$ cat config.mk
export PLATFORM = sky130hd
export DESIGN_NAME = lzwd_queue
export DESIGN_NICKNAME = d
export VERILOG_FILES = /design/src/hw/rtl/lzwd_pkg.sv /design/src/hw/rtl/lzwd_queue.sv
export SDC_FILE = /design/constraint.sdc
export NUM_CORES = 1
export LEC_CHECK = 0
export BUFFER_PORTS_ARGS = -buffer_cell sky130_fd_sc_hd__buf_2
export CAP_MARGIN = 20
export CELL_PAD_IN_SITES_DETAIL_PLACEMENT = 1
export CELL_PAD_IN_SITES_GLOBAL_PLACEMENT = 1
export CORE_MARGIN = 5
export CORE_UTILIZATION = 46
export CTS_BUF_LIST = sky130_fd_sc_hd__clkbuf_16
export DETAILED_ROUTE_END_ITERATION = 8
export MAX_ROUTING_LAYER = met4
export PLACE_DENSITY = 0.83
export SLEW_MARGIN = 20
export SYNTH_ARGS = -nofsm -noshare
export SYNTH_HDL_FRONTEND = slang
export SYNTH_SLANG_ARGS = --single-unit
$ cat constraint.sdc
create_clock -name i_clk -period 6.5 [get_ports i_clk]
set_input_delay 0.65 -clock i_clk [delete_from_list [all_inputs] [get_ports i_clk]]
set_output_delay 0.65 -clock i_clk [all_outputs]
set_load 0.02 [all_outputs]
$ cat src/hw/rtl/lzwd_pkg.sv
// shared types and constants for the lz77 window decoder
// no dependencies; every other file imports this package
package lzwd_pkg;

    // parameter defaults
    localparam int WINDOW_BITS_DEF = 16;
    localparam int MAX_RUN_DEF     = 64;

    // fixed field widths
    localparam int CFG_W    = 17;
    localparam int OFFSET_W = 17;
    localparam int LEN_W    = 7;
    localparam int BYTE_W   = 8;

    // window size after reset
    localparam logic [CFG_W-1:0] WIN_SIZE_RST = 17'h10000;

    // token queue between front and back (depth is a power of two)
    localparam int Q_DEPTH = 2;
    localparam int Q_AW    = $clog2(Q_DEPTH);

    // token kinds
    typedef enum logic {
        OP_LITERAL = 1'b0,
        OP_MATCH   = 1'b1
    } t_opcode;

    // fixed part of a classified token
    typedef struct packed {
        logic              is_lit;
        logic [BYTE_W-1:0] lit;
        logic [LEN_W-1:0]  len;
    } t_tok_head;

    // queue status seen by front and back
    typedef struct packed {
        logic full;
        logic empty;
    } t_q_stat;

endpackage

$ cat src/hw/rtl/lzwd_queue.sv
// short token queue between front and back end
// depends on lzwd_pkg
module lzwd_queue import lzwd_pkg::*; #(
    parameter int DW = $bits(t_tok_head) + WINDOW_BITS_DEF
) (
    input  logic          i_clk,
    input  logic          i_rst_n,
    input  logic          i_push,
    input  logic [DW-1:0] i_data,
    input  logic          i_pop,
    output logic [DW-1:0] o_data,
    output t_q_stat       o_stat
);

    localparam int CNT_W = Q_AW + 1;

    logic [DW-1:0]    r_mem [Q_DEPTH];
    logic [Q_AW-1:0]  r_wp, r_rp;
    logic [CNT_W-1:0] r_cnt;

    // status and head of queue
    assign o_stat.full  = (r_cnt == CNT_W'(Q_DEPTH));
    assign o_stat.empty = (r_cnt == '0);
    assign o_data       = r_mem[r_rp];

    // pointers and fill count
    always_ff @(posedge i_clk) begin
        if (!i_rst_n) begin
            r_wp  <= '0;
            r_rp  <= '0;
            r_cnt <= '0;
        end else begin
            if (i_push) begin
                r_wp <= r_wp + Q_AW'(1);
            end
            if (i_pop) begin
                r_rp <= r_rp + Q_AW'(1);
            end
            case ({i_push, i_pop})
                2'b10:   r_cnt <= r_cnt + CNT_W'(1);
                2'b01:   r_cnt <= r_cnt - CNT_W'(1);
                default: r_cnt <= r_cnt;
            endcase
        end
    end

    // entry storage
    always_ff @(posedge i_clk) begin
        if (i_push) begin
            r_mem[r_wp] <= i_data;
        end
    end

endmodule

* Yosys cells after proc, flatten, opt, wreduce, memory -nomap -nowiden
Memory sizes are Yosys's and may differ from the RTL's. A register that Yosys moved wholly into a read port is not among the register bits.
Index checks and enable logic that the tools add are counted.
** Operators by class
- Reduce and logical (&&, ||, !) cells :: 2
- Add/sub/neg operators :: 4
- Muxes and demuxes :: 5
- Equal/unequal tests :: 3
** Operator list (number)
- $eq 2x2->1 const B :: 2
- $mux 1 :: 4
- $pmux 2 s2 :: 1
- $add 1x1->1 const B :: 2
- $add 2x1->2 const B :: 1
- $eq 2x1->1 const B :: 1
- $logic_not 2->1 :: 1
- $reduce_bool 2->1 :: 1
- $sub 2x1->2 const B :: 1
** Storage, ports and cells
- Input port bits :: 36
- Memories kept :: 1
- Logic and storage cells :: 18
- Flip-flop bits (word level) :: 4
- Output and inout port bits :: 34
- Bits in writable memories :: 64
** Memory list
- r_mem :: depth 2, width 32, rd ports 1, clocked after memory_dff 1, write ports 1, line lzwd_queue.sv:17 : logic [DW-1:0] r_mem [Q_DEPTH];

* Depth between registers and ports, before layout
- Word-level depth :: 3
- Mapped depth :: 5
- Gate-level depth less buffers :: 5

* Worst setup path before layout
No wires, ideal clock.
- Kind :: input -> register
- From :: in i_push
- To :: mem r_mem[0][0] in the netlist's numbering, enable pin
- Arrival :: 2.085 ns
- Path buffers :: 0
- Library setup time :: 0.423 ns
- Required time :: 6.077 ns
- Path slack :: 3.992 ns
- Stages :: 2
- Cells stage by stage :: inv_1 > nor2_1
** Between the ends
- Word-level cells in the longest chain between the ends :: 2
** Ends and longest elaborated chain
- from (decl) :: line lzwd_queue.sv:8 : input logic i_push,
- $mux 1 :: line lzwd_queue.sv:49 : if (i_push) begin
- $mux 1 (not written as such) :: line lzwd_queue.sv:50 : r_mem[r_wp] <= i_data;
- to (decl) :: line lzwd_queue.sv:17
No other way between the ends.

==> impl_metrics.yaml <==
run_status:
  outcome: "complete, no violations"
timing:
  post-route-period-util_pct: 39.0
  finalMaxSlewViolations: 0
  fin_worst_skew_ps: 6.12
  finalSetupTns_ps: 0
  max_freq_mhz: 395
  rsz0062_at_grt: "no"
  slew_headroom_pct: 36.4
  min_period_ps: 2530
  tightest_slew_ps: 951
  hold_violations: 0
  setup_viol_count_final: 0
cts:
  clk_pin_slew_ps: 60
  clock_latency_ps: 320
  cts-htree-levels: 3
  cts_buffers: 9
  root_buffer: "clkbuf_16"
  cts_hold_buf: 0
  postCtsSetupBuffers: 0
  cts_buffer_depth: 2
  cts_resized: 0
  cts.sinks: 69
  cts_tree: "built"
routing:
  antenna_left: 0
  via_per_inst: 4.77
  drcViolationCount: 0
  drt_iter0_drc: 103
  dr.pass1.iters: 4
  route.vias.total: 1321
  wl_um: 4960
  wl_per_cell_um: 17.9
global_route:
  grt_max_degree: 34
  overflow: 0
  antenna_found_initial: 0
  grtUsageTotal_pct: 15.8
  grt_pass1_wl_um: 7940
  grt_pass1_vias: 1591
cells_and_area:
  multi_input_area_um2: 480
  diodes: 0
  regArea_mm2: 0.00202
  drive_above_1_share_pct: 55.6
  syn2layout_area_growth_pct: 27.3
  layout.nets: 237
  num-fill-cells: 520
  final_cell_mix: "buf_2 (69), edfxtp_1 (64), mux2_2 (30)"
  layout_commonest_cell: "buf_2"
critical_path:
  cp_cell_sequence: "buf_4, mux2_2, buf_2"
  crit_path_start_kind: "register"
  worstPathMaxFanout: 21
  cp_slowest_cell: "dfxtp_1"
  required_ps: 5850
  worst_ep_arrival_time_ps: 1880
  slowest_delay_ps: 620
  cp-end-kind: "output port"
  critPathKind: "register to output port"
synth:
  yosysWarnings: 0
  ys_types: 18
  syn-num-nets: 159
  yosysSeqAreaShare_pct: 80.1
  synthTopCellsByArea: "edfxtp_1 (76%), mux2_2 (13%), dfxtp_1 (4.0%), and2_1 (0.99%), buf_4 (0.89%)"
  synth.avg_cell_area_um2: 20.7
  syn_area_mm2: 0.00252
  synth_top_cell_by_area: "edfxtp_1"
  syn_inst: 122
  synth_top_area_share_pct: 76.1
  ys_seq_elements: 69
power_and_ir_drop:
  total_power_w: 0.00105
  vdd_drop_max_mv: 0.162
  p_leak_nw: 1.24
  powerDensity_mw_per_mm2: 326
floorplan:
  start_util_pct: 46.7
  dieArea_mm2: 0.00707
  num_io_pins: 70
  die-height_um: 84.1
  fp.dieW_um: 84.1
  fp.coreArea_mm2: 0.00541
  rows: 27
place:
  hpwl_um: 3530
  buffer_ports.inserted: 69
  place.gp.congestion: 0.788
worst_hold_path:
  hold_class: "primary input to register"
job:
  drv_cap: 0
[sequential cells by signal (all words and copies together), names as in the netlist, named ones only]
| name | count |
|---|---|
| r_rp | 1 |
| r_mem | 64 |
| r_wp | 1 |
| r_cnt | 2 |
[layout make-up]
| class | count | share of cell area [%] |
|---|---|---|
| repair buffers | 71 | 11.2 |
| well taps | 72 | 2.80 |
| flip-flops and latches | 69 | 62.9 |
| multi-input cells | 48 | 15.0 |
| inverters | 1 | 0.117 |
| clock buffers | 9 | 7.01 |
| clock inverters | 7 | 0.974 |
[where the power goes]
| part | internal [W] | switching [W] |
|---|---|---|
| clock network | 0.000250 | 0.000158 |
| registers | 0.000513 | 0.0000104 |
| logic | 0.0000496 | 0.0000684 |
| total | 0.000812 | 0.000237 |
[worst max-delay path, delay by kind of cell, from the launching register on]
| kind | cells | cell delay (ps) |
|---|---|---|
| multiplexers | 1 | 390 |
| flip-flops | 1 | 620 |
| buffers and inverters | 2 | 550 |
[Yosys cell counts]
cell and n:
a21boi_1 1, and2_1 4, and2b_2 1, buf_4 3, clkbuf_1 1, dfxtp_1 5
edfxtp_1 64, ha_1 1, inv_1 1, mux2_1 2, mux2_2 30, nor2_1 2
nor2b_1 1, o21a_1 1, o21ai_0 1, or3_1 1, xnor2_1 2, xor2_1 1
[metrics by stage]
stage / hold WS [ps] / cells / instance area [um2] / utilization, % / setup slack (ps)
finish: 514 / 277 / 3210 / 59.4 / 3970
global route: 498 / 277 / 3210 / 59.4 / 3850
CTS: 501 / 277 / 3210 / 59.4 / 3910
detailed placement: 528 / 261 / 2960 / 54.7 / 4290
global placement: 483 / 261 / 2960 / 54.7 / 4310
floorplan: 466 / 122 / 2520 / - / 3990
[final timing paths]
check,startpoint,endpoint,slack (ps),cells after the start
worst max-delay path,register,o_data[5],3970,3
worst min-delay path,i_data[3],r_mem[0][3],510,1
worst min register to register,r_cnt[1],r_cnt[1],530,2
worst max register to register,r_wp,r_mem[1][30],4840,2
[layer usage]
layer / part of all wire, % / vias to the layer above / global-route usage [%]
li1: - / 626 / -
met1: 37 / 650 / 14.9
met2: 56 / 41 / 27.9
met3: 6.0 / 4 / 7.31
met4: 0.97 / 0 / 5.70
met5: 0 / - / -
[cells by family after synthesis]
family / share of synthesized area (%)
muxes: 14.3
xor gates and xnor gates: 1.04
DFF: 80.1
AOI/OAI and AO/OA: 0.793
buffers and inverters: 1.19
and+or+nand+nor: 2.13
adders and majority gates: 0.495
Power figures use the tool's default switching activity.
