$ cat src/hw/rtl/lzwd_pkg.sv
// shared types and constants for the lz77 window decoder
// no dependencies; every other file imports this package
package lzwd_pkg;

    // parameter defaults
    localparam int WINDOW_BITS_DEF = 16;
    localparam int MAX_RUN_DEF     = 64;

    // fixed field widths
    localparam int CFG_W    = 17;
    localparam int OFFSET_W = 17;
    localparam int LEN_W    = 7;
    localparam int BYTE_W   = 8;

    // window size after reset
    localparam logic [CFG_W-1:0] WIN_SIZE_RST = 17'h10000;

    // token queue between front and back (depth is a power of two)
    localparam int Q_DEPTH = 2;
    localparam int Q_AW    = $clog2(Q_DEPTH);

    // token kinds
    typedef enum logic {
        OP_LITERAL = 1'b0,
        OP_MATCH   = 1'b1
    } t_opcode;

    // fixed part of a classified token
    typedef struct packed {
        logic              is_lit;
        logic [BYTE_W-1:0] lit;
        logic [LEN_W-1:0]  len;
    } t_tok_head;

    // queue status seen by front and back
    typedef struct packed {
        logic full;
        logic empty;
    } t_q_stat;

endpackage

$ cat src/hw/rtl/lzwd_tok_if.sv
// token channel: valid/ready with the decoded token fields
// depends on lzwd_pkg
interface lzwd_tok_if import lzwd_pkg::*; ();
    logic                valid;
    logic                ready;
    logic                opcode;
    logic [BYTE_W-1:0]   literal_byte;
    logic [OFFSET_W-1:0] match_offset;
    logic [LEN_W-1:0]    match_length;

    modport source (output valid, opcode, literal_byte, match_offset, match_length,
                    input ready);
    modport sink   (input valid, opcode, literal_byte, match_offset, match_length,
                    output ready);
endinterface

$ cat src/hw/rtl/lzwd_front.sv
// front end: accepts tokens, saturates the length, reduces the offset
// modulo the window size (bit-serial when needed) and pushes all but zero-length matches into the queue
// depends on lzwd_pkg and lzwd_tok_if
module lzwd_front import lzwd_pkg::*; #(
    parameter int WINDOW_BITS = WINDOW_BITS_DEF,
    parameter int MAX_RUN     = MAX_RUN_DEF
) (
    input  logic                                       i_clk,
    input  logic                                       i_rst_n,
    input  logic [WINDOW_BITS:0]                       i_ws,
    lzwd_tok_if.sink                                   i_tok,
    input  t_q_stat                                    i_q_stat,
    output logic                                       o_push,
    output logic [$bits(t_tok_head)+WINDOW_BITS-1:0]   o_push_data
);

    localparam int SZ_W   = WINDOW_BITS + 1;
    localparam int CW     = (CFG_W > SZ_W) ? CFG_W : SZ_W;
    localparam int CNT_W  = $clog2(OFFSET_W);
    localparam logic [CNT_W-1:0] CNT_TOP = CNT_W'(OFFSET_W - 1);

    typedef enum logic [1:0] {
        F_IDLE = 2'b01,
        F_DIV  = 2'b10
    } t_fstate;

    t_fstate                 r_state, n_state;
    t_tok_head               r_head;
    logic [OFFSET_W-1:0]     r_num;
    logic [WINDOW_BITS-1:0]  r_rem, n_rem;
    logic [CNT_W-1:0]        r_cnt;

    logic                    tok_acc;
    logic [LEN_W-1:0]        len_sat;
    logic [CW-1:0]           off_x;
    logic                    off_small;
    t_tok_head               acc_head;
    logic [SZ_W-1:0]         trial;

    // token handshake: take a token only while idle and when the queue has room
    assign i_tok.ready = (r_state == F_IDLE) && !i_q_stat.full;
    assign tok_acc     = i_tok.valid && i_tok.ready;

    // classification of the incoming token
    assign len_sat   = (i_tok.match_length > LEN_W'(MAX_RUN)) ? LEN_W'(MAX_RUN)
                                                               : i_tok.match_length;
    assign off_x     = CW'(i_tok.match_offset);
    assign off_small = off_x < CW'(i_ws);

    always_comb begin
        acc_head.is_lit = (i_tok.opcode == OP_LITERAL);
        acc_head.lit    = i_tok.literal_byte;
        acc_head.len    = len_sat;
    end

    // one restoring remainder step per cycle
    assign trial = {r_rem, r_num[OFFSET_W-1]};
    assign n_rem = (trial >= i_ws) ? WINDOW_BITS'(trial - i_ws) : trial[WINDOW_BITS-1:0];

    // queue push and next state
    always_comb begin
        n_state     = r_state;
        o_push      = 1'b0;
        o_push_data = {acc_head, off_x[WINDOW_BITS-1:0]};
        case (r_state)
            F_IDLE: begin
                if (tok_acc) begin
                    if (i_tok.opcode == OP_LITERAL) begin
                        o_push = 1'b1;
                    end else if (len_sat != '0) begin
                        if (off_small) begin
                            o_push = 1'b1;
                        end else begin
                            n_state = F_DIV;
                        end
                    end
                end
            end
            F_DIV: begin
                if (r_cnt == '0) begin
                    o_push      = 1'b1;
                    o_push_data = {r_head, n_rem};
                    n_state     = F_IDLE;
                end
            end
            default: n_state = F_IDLE;
        endcase
    end

    // control state
    always_ff @(posedge i_clk) begin
        if (!i_rst_n) begin
            r_state <= F_IDLE;
        end else begin
            r_state <= n_state;
        end
    end

    // remainder datapath
    always_ff @(posedge i_clk) begin
        if (r_state == F_IDLE) begin
            r_head <= acc_head;
            r_num  <= i_tok.match_offset;
            r_rem  <= '0;
            r_cnt  <= CNT_TOP;
        end else begin
            r_num  <= {r_num[OFFSET_W-2:0], 1'b0};
            r_rem  <= n_rem;
            r_cnt  <= r_cnt - CNT_W'(1);
        end
    end

endmodule

$ cat src/flat_wrapper.sv
// flat-port wrapper written by rule: the top's interface ports become plain ports
module lzwd_front_flat import lzwd_pkg::*;
#(
    parameter int WINDOW_BITS = WINDOW_BITS_DEF,
    parameter int MAX_RUN     = MAX_RUN_DEF
)
  (i_clk, i_rst_n, i_ws, i_q_stat, o_push, o_push_data, i_tok_valid, i_tok_opcode, i_tok_literal_byte, i_tok_match_offset, i_tok_match_length, i_tok_ready);
  lzwd_tok_if i_tok_i ();
  input  logic i_clk;
  input  logic i_rst_n;
  input  logic [WINDOW_BITS:0] i_ws;
  input  t_q_stat i_q_stat;
  output logic o_push;
  output logic [$bits(t_tok_head)+WINDOW_BITS-1:0] o_push_data;
  input wire logic [$bits(i_tok_i.valid)-1:0] i_tok_valid;
  input wire logic [$bits(i_tok_i.opcode)-1:0] i_tok_opcode;
  input wire logic [$bits(i_tok_i.literal_byte)-1:0] i_tok_literal_byte;
  input wire logic [$bits(i_tok_i.match_offset)-1:0] i_tok_match_offset;
  input wire logic [$bits(i_tok_i.match_length)-1:0] i_tok_match_length;
  output wire logic [$bits(i_tok_i.ready)-1:0] i_tok_ready;
  assign i_tok_i.valid = i_tok_valid;
  assign i_tok_i.opcode = i_tok_opcode;
  assign i_tok_i.literal_byte = i_tok_literal_byte;
  assign i_tok_i.match_offset = i_tok_match_offset;
  assign i_tok_i.match_length = i_tok_match_length;
  assign i_tok_ready = i_tok_i.ready;
  lzwd_front #(.WINDOW_BITS(WINDOW_BITS), .MAX_RUN(MAX_RUN)) u_core (.i_clk(i_clk), .i_rst_n(i_rst_n), .i_ws(i_ws), .i_tok(i_tok_i), .i_q_stat(i_q_stat), .o_push(o_push), .o_push_data(o_push_data));
endmodule
$ cat config.mk
export PLATFORM = sky130hd
export DESIGN_NAME = lzwd_front_flat
export DESIGN_NICKNAME = d
export VERILOG_FILES = /design/src/hw/rtl/lzwd_pkg.sv /design/src/hw/rtl/lzwd_tok_if.sv /design/src/hw/rtl/lzwd_front.sv /design/src/flat_wrapper.sv
export SDC_FILE = /design/constraint.sdc
export NUM_CORES = 1
export LEC_CHECK = 0
export BUFFER_PORTS_ARGS = -buffer_cell sky130_fd_sc_hd__buf_2
export CORE_UTILIZATION = 49
export DETAILED_ROUTE_END_ITERATION = 12
export GPL_TIMING_DRIVEN = 0
export PLACE_DENSITY_LB_ADDON = 0.2
export SETUP_SLACK_MARGIN = 0.02
export SYNTH_ARGS = -nofsm -noshare
export SYNTH_HDL_FRONTEND = slang
export SYNTH_SLANG_ARGS = --single-unit
$ cat constraint.sdc
create_clock -name i_clk -period 2.3 [get_ports i_clk]
set_input_delay 0.23 -clock i_clk [delete_from_list [all_inputs] [get_ports i_clk]]
set_output_delay 0.23 -clock i_clk [all_outputs]
set_load 0.1 [all_outputs]
== After elaboration in Yosys (flattened, before gate mapping) ==
Index checks and enable logic that the tools add are counted.
Cells by class
  equality and inequality tests: 7
  bitwise logic cells: 1
  $add $sub $neg: 2
  $lt $le $gt $ge: 3
  reduce and logical (&&, ||, !) cells: 6
  mux-type cells: 17
Operator list (count)
  32-bit 2-to-1 mux: 2
  17-bit >= comparator: 1
  17-bit less-than comparator: 1
  17-bit 2-to-1 mux: 1
  16-bit 2-to-1 mux: 1
  16-bit subtractor: 1
  2-bit 2-to-1 mux: 5
  7-bit > comparator, second input constant: 1
  7-bit 2-to-1 mux: 1
  7-bit nonzero test: 1
  2-bit != test, second input constant: 3
  5-bit zero test: 1
  1-bit 2-to-1 mux: 5
  5-bit AND reduction: 1
  5-bit by 1-bit subtractor with 5-bit output, second input constant: 1
  2-bit by 1-bit != test with 1-bit output, second input constant: 2
  2-bit case mux with 2 select lines: 1
  2-bit by 1-bit equality test with 1-bit output, second input constant: 1
  2-bit equality test, second input constant: 1
  1-bit logical AND: 2
  1-bit case mux with 2 select lines: 1
  1-bit zero test: 1
  1-bit NOT: 1
Word-level totals
  register bits after elaboration: 56
  bits of input ports: 55
  output and inout bits: 34
  logic and storage cells: 44

== Depth between registers and ports, before layout ==
Gate-level depths: netlist of run 1.
  depth in word-level cells: 7
  gate-level depth with buffers: 11
  depth with buffers taken out: 9

== Worst setup path after synthesis of run 1 ==
No wires, ideal clock.
  kind: reg2out
  start: register u_core.r_state[1]
  end: output port o_push
  data required time: 2070 ps
  path slack: -3693 ps
  buffers on the path: 0
  arrival: 5763 ps
  cell stages (with the launch flop): 6
  cells stage by stage: dfxtp_1 inv_1 ha_1 nor2b_1 nand2_1 o41ai_1
On the way
  longest elaborated chain between the ends: 5
  elaborated cells on any way between the ends: 6
  classes of those cells: eq/ne (2); mux (2); reduce/logical (2)
Ends and longest elaborated chain
  start: declaration: line lzwd_front.sv:27  | t_fstate r_state, n_state;
  start signal: assignment: line lzwd_front.sv:95  | r_state <= n_state;
  2-bit by 1-bit equality test with 1-bit output: line lzwd_front.sv:41  | assign i_tok.ready = (r_state == F_IDLE) && !i_q_stat.full;
  1-bit logical AND: line lzwd_front.sv:41
  via i_tok_ready: line flat_wrapper.sv:20  | output wire logic [$bits(i_tok_i.ready)-1:0] i_tok_ready;
  1-bit logical AND: line lzwd_front.sv:42  | assign tok_acc = i_tok.valid && i_tok.ready;
  1-bit 2-to-1 mux: line lzwd_front.sv:67  | if (tok_acc) begin
  1-bit case mux with 2 select lines: line lzwd_front.sv:65  | case (r_state)
  end: declaration: line flat_wrapper.sv:13  | output logic o_push;
The timed path passes the listed nets, and every way through them passes these cells.

== Final worst setup path of run 1 ==
  start: register u_core.r_num[16]
  end: output port o_push_data[10]
On the way
  longest elaborated chain between the ends: 4
  elaborated cells on any way between the ends: 5
  classes of those cells: add/sub (1); order compare (1); mux (3)
Ends and longest elaborated chain
  start: declaration: line lzwd_front.sv:29  | logic [OFFSET_W-1:0] r_num;
  start signal: assignment: line lzwd_front.sv:103  | r_num <= i_tok.match_offset;
  start signal: assignment: line lzwd_front.sv:107  | r_num <= {r_num[OFFSET_W-2:0], 1'b0};
  16-bit subtractor or 17-bit >= comparator (tied branches): line lzwd_front.sv:58  | assign n_rem = (trial >= i_ws) ? WINDOW_BITS'(trial - i_ws) : trial[WINDOW_BITS-1:0];
  16-bit 2-to-1 mux (*): line lzwd_front.sv:58
  32-bit 2-to-1 mux (*): line lzwd_front.sv:80  | if (r_cnt == '0) begin
  32-bit 2-to-1 mux (*): line lzwd_front.sv:65
  end: declaration: line flat_wrapper.sv:14  | output logic [$bits(t_tok_head)+WINDOW_BITS-1:0] o_push_data;
Every way passes the cells marked *; elsewhere a longest branch is shown, timed or not.

==> results.txt, run 1 <==
Mapped Area = 0.00385 mm^2
Peak VDD IR = 0.000287 V
Non-filler cells, final = 697
Total congestion overflow = 0
Gate Count Post-Synth = 442
H-tree level count = 2
Max clock buf depth = 2
IO Count = 89
Fillers = 260
Layout area overhead = 72.5%
Initial antenna violation count = 0
Total Wirelength = 19,400 um
Crit-path max FO = 4
First-pass GRT wire length = 24,900 um
Final worst setup slack = -858 ps
FF+latch count, synth = 56
Asr flop ratio synth = 0%
Number of global-route vias before repair = 4,690
Slowest stage delay, CP = 400 ps
Final Skew = 18.7 ps
Clock Latency Late Sink = 350 ps
Commonest non-fill, non-tap cell in the layout = buf_2
Combinational share of power = 36.6%
Crit path cell chain = inv_4 -> ha_4 -> nand2b_4 -> a211oi_4 -> o211ai_4 -> buf_4 -> a31oi_4 -> o211ai_1 -> buf_4 -> a31oi_4 -> buf_12
Vias = 4,840
Share of power burned in registers = 40.5%
CP startpoint kind = register
Proportion of layout cells with a drive suffix above 1 = 57.2%
IO buf count = 87
Final Hold Vio Count = 0
Commonest cells after routing, fill and taps aside = buf_2 (53), buf_4 (49), nand2_1 (33)
Status = finished with violations
Yosys cell types = 59
Number of synthesized flops with an enable pin = 16
GPL Wtd Cong = 0.910
Max-Cap Viols = 0
Tcrit/Tclk final = 137%
Leakage dissipation = 2.71 nW
Fin. max-slew vios = 0
Setup TNS = -13,980 ps
Relative slew slack = 38.5%
Chip Width = 90.6 um
Switching fraction of total power = 38.7%
Area of the multi-input gates = 0.00338 mm^2
Clock buffer count from CTS = 5
Core outline area = 0.00741 mm^2
Residual DRC = 0
Required time of the worst setup path = 2070 ps
# diodes = 0
Fin crit period = 3160 ps
Setup violators final = 35
Clock sinks = 56
RSZ-0062 raised after global routing = yes
Die height = 90.6 um
Initial Utilization = 51.9%
Slowest library cell on the worst path = dfxtp_4
Root buf cell = clkbuf_8
Rows = 31
Largest net degree at the start of global routing = 21
Initial DRC Count = 526
WS Path Type = register to primary output
Switching pwr = 1.07 mW
Sequential share of the synthesized area = 33.3%
Syn_area_per_cell = 8.70 um^2
DR pass1 iterations = 5
Clk pin slew, worst setup/hold paths = 130 ps
Placed cell count = 628
Type of the worst min-delay path = primary input to register
Fin util = 89.6%
Least-Margin Pin Slew = 914 ps
Die area = 0.00821 mm^2
Ys Warns = 0
DR vias/cell = 6.94
Main synth FF type = dfxtp_1
Total Routing Usage GR = 39.0%
Power per cell area = 416 mW/mm^2
Final net count = 689
Power share of the clock group = 22.9%
Pint = 1.69 mW
Violated checks = setup timing
CP Capture Type = primary output
Post-DRT Antenna Nets = 0
Critical path arrival = 2930 ps
WL/cell = 27.9 um
FMAX = 317 MHz
Post-Syn Nets = 534
CTS tree = done
Sequential Area = 0.00131 mm^2
DP Wirelength = 8230 um
-- metrics by stage --
step | area [um^2] | worst slack [ps] | total power [mW] | hold slack [ps]
2_1_floorplan | 4280 | -606 | 1.67 | 329
3_3_place_gp | 4840 | -906 | 1.81 | 409
3_5_place_dp | 4840 | -915 | 1.83 | 427
4_1_cts | 6250 | -679 | 2.57 | 93.2
5_1_grt | 6640 | -821 | 2.81 | 83.9
6_report | 6640 | -858 | 2.76 | 78.9
-- cell type report --
| type | count | share of cell area [%] |
|---|---|---|
| plain buffers | 17 | 2.49 |
| well taps | 99 | 1.87 |
| clock buffers | 5 | 1.04 |
| multi-input cells | 338 | 51.0 |
| repair buffers | 151 | 21.9 |
| clock inverters | 3 | 0.415 |
| flip-flops and latches | 56 | 19.7 |
| inverters | 28 | 1.70 |
-- worst paths after layout --
| kind | cells after the start | startpoint | slack, ps | to |
|---|---|---|---|---|
| worst max-delay path | 11 | u_core.r_num[16]$_DFF_P_ | -860 | o_push_data[10] |
| worst min-delay path | 1 | i_tok_literal_byte[2] | 80 | u_core.r_head[9]$_DFFE_PP_ |
| worst min register to register | 1 | u_core.r_num[8]$_DFF_P_ | 480 | u_core.r_num[9]$_DFF_P_ |
| worst max register to register | 13 | u_core.r_rem[9]$_SDFF_PP0_ | -330 | u_core.r_rem[13]$_SDFF_PP0_ |
-- kinds of logic after synthesis --
family	synth area share [%]
multiplexers	6.70
XOR/XNOR	2.28
adder cells (fa/ha/maj)	12.2
flip-flops	33.3
AND/OR/NAND/NOR	18.8
AO/OA/AOI/OAI	20.7
buffers and inverters	5.99
-- power by group through the flow --
stage          registers, mW  logic, mW  clock network, mW
6_report                1.12       1.01              0.633
3_3_place_gp            1.12      0.688                  0
3_5_place_dp            1.13      0.701                  0
5_1_grt                 1.12       1.04              0.643
4_1_cts                 1.11      0.863              0.599
2_1_floorplan           1.12      0.547                  0
-- worst max-delay path, delay by kind of cell, from the launching register on --
family	cells	cell delay [ps]
simple gates	1	150
compound gates	5	1230
fa+ha+maj	1	170
buf+inv	4	620
flops	1	400
-- cell usage after synthesis (5+ instances only) --
cell type	number	share of area [%]
o21ai_0	15	2.0
nand3_1	17	2.2
nor2_1	35	3.4
a31oi_1	13	2.1
nand2_1	44	4.3
inv_1	28	2.7
nor3_1	16	2.1
a21o_1	7	1.4
nor2b_1	10	1.6
o31ai_1	5	0.98
clkbuf_1	12	1.2
dfxtp_1	40	21
mux2_2	22	6.4
a21oi_1	29	3.8
ha_1	36	12
nand4_1	6	0.98
edfxtp_1	16	12
xnor2_1	8	1.8
o21ai_1	6	0.78
a211oi_1	10	2.0
-- registers in the layout (all words and copies together) (netlist names) --
name            count
u_core.r_num       17
u_core.r_head      16
u_core.r_rem       16
u_core.r_cnt        5
u_core.r_state      2
-- routing by layer --
layer	global-route usage, %	part of all wire, %
met1	44.9	34
met2	67.0	45
met3	8.33	12
met4	21.5	9.0
met5	0	0
-- repair_timing --
item                       4_1_cts  5_1_grt
hold buffers                     0        0
setup endpoints to repair       47       52
cloned                           5        0
resized for setup              219       86
setup buffers                   46       23
pin swaps                       43       23
No activity file was read; power rests on OpenSTA's default activity.
==> run 2: changes to the inputs <==
Settings changed: CTS_BUF_LIST set to sky130_fd_sc_hd__clkbuf_16, MAX_ROUTING_LAYER set to met4.
Clock period 2.3 ns to 2.8 ns, I/O delays scaled along.
==> run 2 against run 1 <==
Net effect: power is 18% lower; hold slack better by 93 ps; combinational power is 30% lower; the flow still finishes with violations (setup timing); sequential share of layout area is 1.9 points higher; register-to-register slack better by 690 ps; routed wire length is 30% lower; highest routed layer unchanged; worst setup slack better by 600 ps; cell area is 8.9% lower; critical path depth is 2 lower.
==> results.txt, run 2 (same netlist as run 1, synthesis figures left out) <==
Sequential Area = 0.00131 mm^2
Max-Cap Viols = 0
Critical path arrival = 2780 ps
CTS Hold Buffers Added = 0
Top Registers = u_core.r_num (17), u_core.r_head (16), u_core.r_rem (16)
Max Used Layer = met4
GPL Wtd Cong = 0.902
# diodes = 0
Clock buffer count from CTS = 5
Placed Area = 0.00492 mm^2
IO Count = 89
WS Path Type = register to primary output
CP startpoint kind = register
Initial antenna violation count = 0
RSZ-0062 raised after global routing = yes
Total Power = 2.27 mW
Max clock buf depth = 2
Largest register FFs = 17
Chip Width = 90.6 um
DP Wirelength = 8150 um
Required time of the worst setup path = 2520 ps
Least-Margin Pin Slew = 729 ps
Final Hold Vio Count = 0
Peak VDD IR = 0.000261 V
Total congestion overflow = 0
DRT met1 WL = 5490 um
Residual DRC = 0
Fin util = 81.6%
Fin. max-slew vios = 0
WL/cell = 20.1 um
Final instance area = 0.00604 mm^2
Clock sinks = 56
Rows = 31
Final Skew = 7.89 ps
Violated checks = setup timing
Type of the worst min-delay path = primary input to register
First-pass GRT wire length = 19,700 um
Leakage dissipation = 2.55 nW
Initial DRC Count = 403
CTS tree = done
Die area = 0.00821 mm^2
DR vias/cell = 6.11
Fillers = 409
Post-DRT Antenna Nets = 0
Total Wirelength = 13,600 um
Vias = 4,141
FMAX = 327 MHz
Largest net degree at the start of global routing = 21
Layout area overhead = 57.2%
Status = finished with violations
Setup violators final = 16
Clock Latency Late Sink = 300 ps
Commonest non-fill, non-tap cell in the layout = buf_2
Tcrit/Tclk final = 109%
Largest Register = u_core.r_num
CP Capture Type = primary output
Crit-path max FO = 9
Final net count = 670
Clk pin slew, worst setup/hold paths = 80 ps
Initial Utilization = 51.9%
Proportion of layout cells with a drive suffix above 1 = 47.3%
Area of the multi-input gates = 0.00310 mm^2
Number of global-route vias before repair = 3,903
Die height = 90.6 um
Commonest cells after routing, fill and taps aside = buf_2 (62), buf_4 (51), nand2_1 (43)
H-tree level count = 2
Hold Worst Slack = 172 ps
Relative slew slack = 50.9%
Final worst setup slack = -257 ps
Fin crit period = 3060 ps
Root buf cell = clkbuf_16
DR pass1 iterations = 5
Power per cell area = 376 mW/mm^2
Routed wl met2 = 6590 um
Setup TNS = -3140 ps
IO buf count = 87
Core outline area = 0.00741 mm^2
Wire length on met3 = 929 um
Total Routing Usage GR = 31.3%
run 2: cell count changes in the layout (fill, tap and decap cells not counted), sizes merged:
| cell | before | now |
|---|---|---|
| a31oi | 15 | 14 |
| clkbuf | 14 | 17 |
| buf | 159 | 139 |
| nand2 | 45 | 44 |
run 2: critical path, cell delays in order (launching register included):
cell	delay, ps
dfxtp_2	340
ha_4	280
a21o_1	220
or2_4	270
o211ai_4	260
a31oi_4	220
buf_4	220
o32a_1	210
o31ai_4	240
buf_12	210
run 2: routing by layer:
metal,vias up,global-route usage [%]
li1,1886,-
met1,1954,38.7
met2,243,51.5
met3,58,3.96
met4,0,12.9
met5,-,-
run 2: final timing paths:
| kind | start | end | slack (ps) | cells past startpoint |
|---|---|---|---|---|
| min | i_tok_literal_byte[1] | u_core.r_head[8]$_DFFE_PP_ | 170 | 1 |
| max | u_core.r_rem[5]$_SDFF_PP0_ | o_push_data[15] | -260 | 9 |
| max reg2reg | u_core.r_rem[8]$_SDFF_PP0_ | u_core.r_rem[14]$_SDFF_PP0_ | 360 | 11 |
| min reg2reg | u_core.r_cnt[0]$_SDFF_PP0_ | u_core.r_cnt[0]$_SDFF_PP0_ | 440 | 1 |
run 2: stage by stage:
stage / setup WS [ps] / cells
3_5_place_dp: -424 / 628
5_1_grt: -341 / 678
6_report: -257 / 678
2_1_floorplan: -469 / 442
3_3_place_gp: -416 / 628
4_1_cts: -197 / 666
run 2: area by class of cell:
class / instances / area share (%)
Clock buffer: 5 / 2.07
Buffer: 16 / 2.17
Tap cell: 99 / 2.05
Timing Repair Buffer: 135 / 18.7
Clock inverter: 3 / 0.455
Inverter: 28 / 1.74
Sequential cell: 56 / 21.6
Multi-Input combinational cell: 336 / 51.3
run 2: power breakdown:
part	internal, mW	switching (mW)	total (mW)
Combinational	0.265	0.442	0.707
Sequential	0.886	0.0219	0.908
Clock	0.340	0.318	0.658
run 2: what timing repair did:
item / CTS / global route
endpoints found under the setup margin: 27 / 27
setup buffers: 32 / 14
pin swaps: 27 / 9
gates cloned: 1 / 1
gates resized for setup: 136 / 18
==> run 3: changes to the inputs <==
Settings changed: CORE_MARGIN set to 3.
==> run 3 against run 2 <==
Net effect: the flow still finishes with violations (setup timing); critical path depth increased by 2; routed wire length increased by 5.3%; first-iteration DRC count decreased by 3.0%; hold slack got worse by 5.0 ps; register-to-register slack about the same; critical endpoint unchanged; highest routed layer unchanged.
==> results.txt, run 3 (same netlist as run 1, synthesis figures left out) <==
Worst reg2reg path startpoint = u_core.r_num[16]$_DFF_P_
Status = finished with violations
Total congestion overflow = 0
Critical path arrival = 2830 ps
Crit-path max FO = 6
Clock Latency Late Sink = 300 ps
FMAX = 321 MHz
Vias = 4,293
Hold Crit Start = i_tok_literal_byte[2]
WL/cell = 20.9 um
Violated checks = setup timing
RSZ-0062 raised after global routing = yes
Total Power = 2.27 mW
IO buf count = 87
CTS tree = done
Initial DRC Count = 391
Chip Width = 94.6 um
Power per cell area = 368 mW/mm^2
Leakage dissipation = 2.62 nW
Post-DRT Antenna Nets = 0
WS Path Type = register to primary output
IO Count = 89
Rows = 31
Initial antenna violation count = 0
Pre-CTS setup slack = -424 ps
Commonest non-fill, non-tap cell in the layout = buf_2
Fin. max-slew vios = 0
H-tree level count = 2
DP Wirelength = 8370 um
Final Hold Vio Count = 0
Total Routing Usage GR = 31.2%
Fillers = 413
Commonest cells after routing, fill and taps aside = buf_2 (60), buf_4 (58), nand2_1 (42)
Setup TNS = -4050 ps
Clock sinks = 56
DR pass1 iterations = 8
Number of global-route vias before repair = 4,173
Clock buffer count from CTS = 5
Root buf cell = clkbuf_16
Peak VDD IR = 0.000271 V
CP Capture Type = primary output
Type of the worst min-delay path = primary input to register
Top Registers = u_core.r_num (17), u_core.r_head (16), u_core.r_rem (16)
Max-Cap Viols = 0
Setup violators final = 16
Hold Worst Slack = 167 ps
CTS Hold Buffers Added = 0
Fin crit period = 3110 ps
Total Wirelength = 14,300 um
Initial Utilization = 51.6%
DR vias/cell = 6.25
GPL Wtd Cong = 0.893
Residual DRC = 0
Final Skew = 6.47 ps
# diodes = 0
Tcrit/Tclk final = 111%
Largest net degree at the start of global routing = 21
Clk pin slew, worst setup/hold paths = 80 ps
Required time of the worst setup path = 2520 ps
Die area = 0.00895 mm^2
Max clock buf depth = 2
Fin util = 82.8%
Largest register FFs = 17
Least-Margin Pin Slew = 681 ps
Relative slew slack = 54.2%
CP startpoint kind = register
First-pass GRT wire length = 20,900 um
Final worst setup slack = -311 ps
Layout area overhead = 60.2%
Die height = 94.6 um
Largest Register = u_core.r_num
Core outline area = 0.00745 mm^2
CP Launch Point = u_core.r_num[16]$_DFF_P_
Proportion of layout cells with a drive suffix above 1 = 48.8%
Final net count = 679
run 3: changes by cell type in the layout (fill, tap and decap cells not counted), sizes merged:
cell | previous run | this run
buf | 139 | 148
run 3: through the flow:
stage          instances  area [um^2]
2_1_floorplan        442         4360
3_3_place_gp         628         4920
3_5_place_dp         628         4920
4_1_cts              679         6030
5_1_grt              687         6160
6_report             687         6160
run 3: worst max-delay path, stage by stage (launching register included):
cell and delay, ps:
dfxtp_2 340, inv_1 70, ha_4 280, nand3_1 80
or4_4 560, a21oi_4 140, or2_1 160, buf_6 170
buf_4 130, nor3_1 80, o31ai_4 290, buf_12 210
run 3: final timing paths:
path / cells after the start / slack (ps) / end
max: 11 / -310 / o_push_data[15]
min: 1 / 170 / u_core.r_head[9]$_DFFE_PP_
max reg2reg: 11 / 350 / u_core.r_rem[14]$_SDFF_PP0_
min reg2reg: 1 / 440 / u_core.r_cnt[0]$_SDFF_PP0_
run 3: routing by layer:
layer  vias up  part of all wire (%)  GRT usage (%)
met5         -                     0              -
li1       1904                     -              -
met1      2018                    39           37.4
met4         0                   5.7           12.0
met3        99                   7.8           5.02
met2       272                    47           52.6
run 3: area by class of cell:
cell class,count,area [um^2],share of cell area (%)
plain buffers,18,148,2.40
clock buffers,5,125,2.03
clock inverters,3,27.5,0.447
inverters,28,105,1.71
multi-input cells,336,3150,51.0
flip-flops and latches,56,1310,21.3
well taps,99,124,2.01
repair buffers,142,1180,19.1
run 3: timing repair:
action,in CTS,in global routing
gates cloned,2,0
gates resized for setup,146,16
endpoints found under the setup margin,33,27
pin swaps,39,13
buffers inserted,45,8
run 3: power by group:
part	leakage, nW	internal, mW	switching [mW]
sequential	0.509	0.884	0.0221
clock	0.0719	0.341	0.323
combinational	2.04	0.262	0.437
